[src/hdl/sactr_pkg.sv]
// shared constants and types for the set-associative tag and replacement unit
package sactr_pkg;

	localparam int DEF_MAX_SETS     = 64;
	localparam int DEF_WAYS         = 8;
	localparam int DEF_ADDRESS_BITS = 48;

	localparam int OFFSET_W = 4;
	localparam int SETB_W   = 3;
	localparam int WAYSU_W  = 4;

	localparam logic [OFFSET_W-1:0] RST_OFFSET_BITS = 4'd6;
	localparam logic [SETB_W-1:0]   RST_SET_BITS    = 3'd0;
	localparam logic [WAYSU_W-1:0]  RST_WAYS_IN_USE = 4'd8;
	localparam logic                RST_POLICY_LRU  = 1'b1;

	localparam int PADDR_W = 4;
	localparam int PDATA_W = 32;

	typedef enum logic [1:0] {
		REG_OFFSET_BITS = 2'd0,
		REG_SET_BITS    = 2'd1,
		REG_WAYS_IN_USE = 2'd2,
		REG_POLICY_LRU  = 2'd3
	} reg_idx_t;

	localparam logic OP_WRITE = 1'b1;

	typedef struct packed {
		logic hit;
		logic grow;
	} upd_status_t;

endpackage

[src/hdl/sactr_set_update.sv]
// tag compare across the ways of one set and reordering of the row for write-back
module sactr_set_update import sactr_pkg::*; #(
	parameter int WAYS         = DEF_WAYS,
	parameter int ADDRESS_BITS = DEF_ADDRESS_BITS
) (
	input  logic                                  policy_lru,
	input  logic [$clog2(WAYS+1)-1:0]             ways,
	input  logic [ADDRESS_BITS-1:0]               tag,
	input  logic [WAYS-1:0][ADDRESS_BITS-1:0]     rd_tags,
	input  logic [$clog2(WAYS+1)-1:0]             rd_cnt,
	output logic [WAYS-1:0][ADDRESS_BITS-1:0]     new_tags,
	output logic [$clog2(WAYS+1)-1:0]             new_cnt,
	output upd_status_t                           status
);

	localparam int CNT_W = $clog2(WAYS+1);
	localparam int POS_W = (WAYS > 1) ? $clog2(WAYS) : 1;

	logic [CNT_W-1:0]                 cnt;
	logic [WAYS-1:0]                  match;
	logic [POS_W-1:0]                 pos;
	logic                             hit;
	logic [WAYS-1:0][ADDRESS_BITS-1:0] up_tags;

	assign cnt = (rd_cnt < ways) ? rd_cnt : ways;

	always_comb begin
		for (int j = 0; j < WAYS; j++) begin
			match[j] = (j < int'(cnt)) && (rd_tags[j] == tag);
		end
	end

	assign hit = |match;

	// lowest matching way
	always_comb begin
		pos = '0;
		for (int j = WAYS - 1; j >= 0; j--) begin
			if (match[j]) begin
				pos = POS_W'(j);
			end
		end
	end

	always_comb begin
		for (int j = 0; j < WAYS - 1; j++) begin
			up_tags[j] = rd_tags[j+1];
		end
		up_tags[WAYS-1] = tag;
	end

	always_comb begin
		for (int j = 0; j < WAYS; j++) begin
			new_tags[j] = rd_tags[j];
			if (hit) begin
				if (policy_lru) begin
					if (j >= int'(pos) && j + 1 < int'(cnt)) begin
						new_tags[j] = up_tags[j];
					end else if (j == int'(cnt) - 1) begin
						new_tags[j] = tag;
					end
				end
			end else if (cnt < ways) begin
				if (j == int'(cnt)) begin
					new_tags[j] = tag;
				end
			end else begin
				if (j + 1 < int'(ways)) begin
					new_tags[j] = up_tags[j];
				end else if (j == int'(ways) - 1) begin
					new_tags[j] = tag;
				end
			end
		end
	end

	assign new_cnt     = cnt + CNT_W'(1);
	assign status.hit  = hit;
	assign status.grow = !hit && (cnt < ways);

endmodule

[config.mk]
export PLATFORM = sky130hd
export DESIGN_NAME = sactr_set_update
export DESIGN_NICKNAME = d
export VERILOG_FILES = /design/src/hdl/sactr_pkg.sv /design/src/hdl/sactr_set_update.sv
export SDC_FILE = /design/constraint.sdc
export NUM_CORES = 2
export LEC_CHECK = 0
export ABC_CLOCK_PERIOD_IN_PS = 5100
export BUFFER_PORTS_ARGS = -buffer_cell sky130_fd_sc_hd__clkbuf_2
export CORE_AREA = 2 2 324 326
export DETAILED_ROUTE_END_ITERATION = 12
export DIE_AREA = 0 0 326 328
export PLACE_DENSITY = 0.52
export SLEW_MARGIN = 20
export SYNTH_ARGS = -nofsm -noshare
export SYNTH_HDL_FRONTEND = slang
export SYNTH_SLANG_ARGS = --single-unit
[constraint.sdc]
create_clock -name vclk -period 5.1
set_input_delay 0.51 -clock vclk [all_inputs]
set_output_delay 0.51 -clock vclk [all_outputs]
set_load 0.03 [all_outputs]
==> flow_summary.ini <==
[critical_path]
worstPathMaxFanout = 24
required_ns = 4.59
arrival_ns = 4.58
startpoint_type = primary input
path_class = primary input to primary output
worstSetupEndpointType = primary output

[routing]
ant_nets = 0
first_pass_iters = 6
drt-vias-per-instance = 6.639
wl_mm = 228.7
drt-initial-drc-count = 6577
wl_per_cell_um = 33.76
remaining_drc_errors = 0
vias = 44967

[synth]
synth_area_sq_mm = 0.03191
synth_top_area_share = 0.1735
avgSynthCellArea_sq_um = 6.645
synth_fp_nets = 5257
yosys_warnings = 0
ys_types = 76
synth_most_common_cell = clkbuf_1
netlist_top_cells_count = clkbuf_1, mux2i_1, nand2_1, o21ai_0, mux2_2
yosysTopAreaCell = mux2i_1
synth-seq-area-share = 0
ys_top_cells_by_area = mux2i_1, mux2_2, o21ai_0
synthCells = 4802

[status]
status = complete, no violations

[die]
die_w_um = 326
num_io_pins = 831
die_y_um = 328
coreArea_sq_mm = 0.1032
die_area_sq_mm = 0.1069
rows = 118
start_util = 0.3092

[global_routing]
grt_pass1_vias = 40255
grt_util_all_layers = 0.3969
overflow = 0
grt_pass1_wl_mm = 316.1
antenna_found_initial = 32
grt_max_degree = 107

[layout]
clkbuf_count = 0
multiInputGateArea_sq_mm = 0.03076
fill_cells = 10744
final_nets = 5833
layout-drive-gt1-share = 0.3618
regArea_sq_um = 0
area_growth_pct = 35.08
seq_cell_count = 0

[timing]
post-route-min-period_ns = 5.094
maxSlewViolCount = 0
finalHoldViolations = 0
timing.fmax_mhz = 196.3
rsz0062_at_grt = true
setup_ws_ns = 0.006113
worst_pin_slew_ns = 1.173
period_share = 0.9988
maxSlewHeadroom = 0.2179
setup_viol = 0
whs_ns = 1.462
tns_ns = 0

[place]
place.gp.congestion = 1.023
port_buffers = 831
hpwl_mm = 172.0
pre_cts_slack_ns = -0.3063

[power]
pwr_density_cell_mw_per_mm2 = 188.2
p_total_mw = 8.111
peakVddDrop_mv = 0.1203
power.leakage_nw = 19.36

[job]
cap_violations = 0

[hold_path]
hold_class = primary input to primary output
[cell usage in the layout, fill, tap and decap left out, drive strengths merged, types with 98 or more instances in the layout]
cell and n:
o211ai 196, o221ai 122, a211oi 98, nand4 156
nand2 495, xor2 203, inv 112, mux2i 553
mux2 264, nand3 132, o21ai 470, clkbuf 817
a22o 216, nor2 239, xnor2 173, buf 554
[through the flow]
step | cells | cell area (sq um) | util
final | 6773 | 43100 | 0.4176
after global routing | 6768 | 43090 | 0.4175
after CTS | 6738 | 42640 | 0.4131
after detailed placement | 6723 | 42170 | 0.4086
after global placement | 6723 | 42170 | 0.4086
after floorplan | 4802 | 34080 | -
[cell type report]
cell class                 instances  share of cell area
tap                             1380             0.04006
inverter                         112             0.01010
timing repair buffer            1373              0.2352
antenna                           17           0.0009870
multi-input combinational       3891              0.7137
[report_power, final]
part / switching, mW / internal [mW] / total (mW)
sequential: 0 / 0 / 0
combinational: 5.33 / 2.78 / 8.11
clock: 0 / 0.000000185 / 0.000000185
[cells by family (layout without fill, tap and decap cells)]
group / after synthesis / count (layout) / synth area share
simple gates: 1222 / 1222 / 0.1752
mux: 817 / 817 / 0.2690
compound gates: 1462 / 1462 / 0.3304
buf+inv: 911 / 1485 / 0.1167
xor+xnor: 376 / 376 / 0.1032
fa+ha+maj: 14 / 14 / 0.005490
other cells: 0 / 17 / 0
[per-layer routing]
layer	routed length (um)	global-route usage	vias to the layer above	share of wire
met5	139	0	-	0.00061
met4	12520	0.1655	24	0.055
met3	26720	0.1074	592	0.12
met2	95430	0.5885	3278	0.42
met1	93880	0.5374	22046	0.41
li1	-	-	19027	-
[worst max-delay path, cell delays in order]
cell and delay (ns):
clkbuf_2 0.39, xnor2_1 0.62, nand4_1 0.15, nor4_1 0.45
buf_4 0.20, and3_1 0.20, a2bb2oi_1 0.30, or4_4 0.22
nor2_4 0.06, inv_8 0.13, nand2_8 0.13, buf_12 0.28
buf_4 0.16, o311ai_2 0.43, clkbuf_2 0.29
[repair_timing]
item,4_1_cts,5_1_grt
pin swaps,13,13
hold buffers,0,0
setup endpoints to repair,329,383
gates cloned,4,7
resized for setup,71,67
buffers inserted,11,11
[worst paths after layout]
path / startpoint / end / slack, ns / depth (start not counted)
max: tag[46] / new_tags[118] / 0.006 / 15
min: rd_tags[369] / new_tags[369] / 1.46 / 3
No activity file was read; power rests on OpenSTA's default activity.
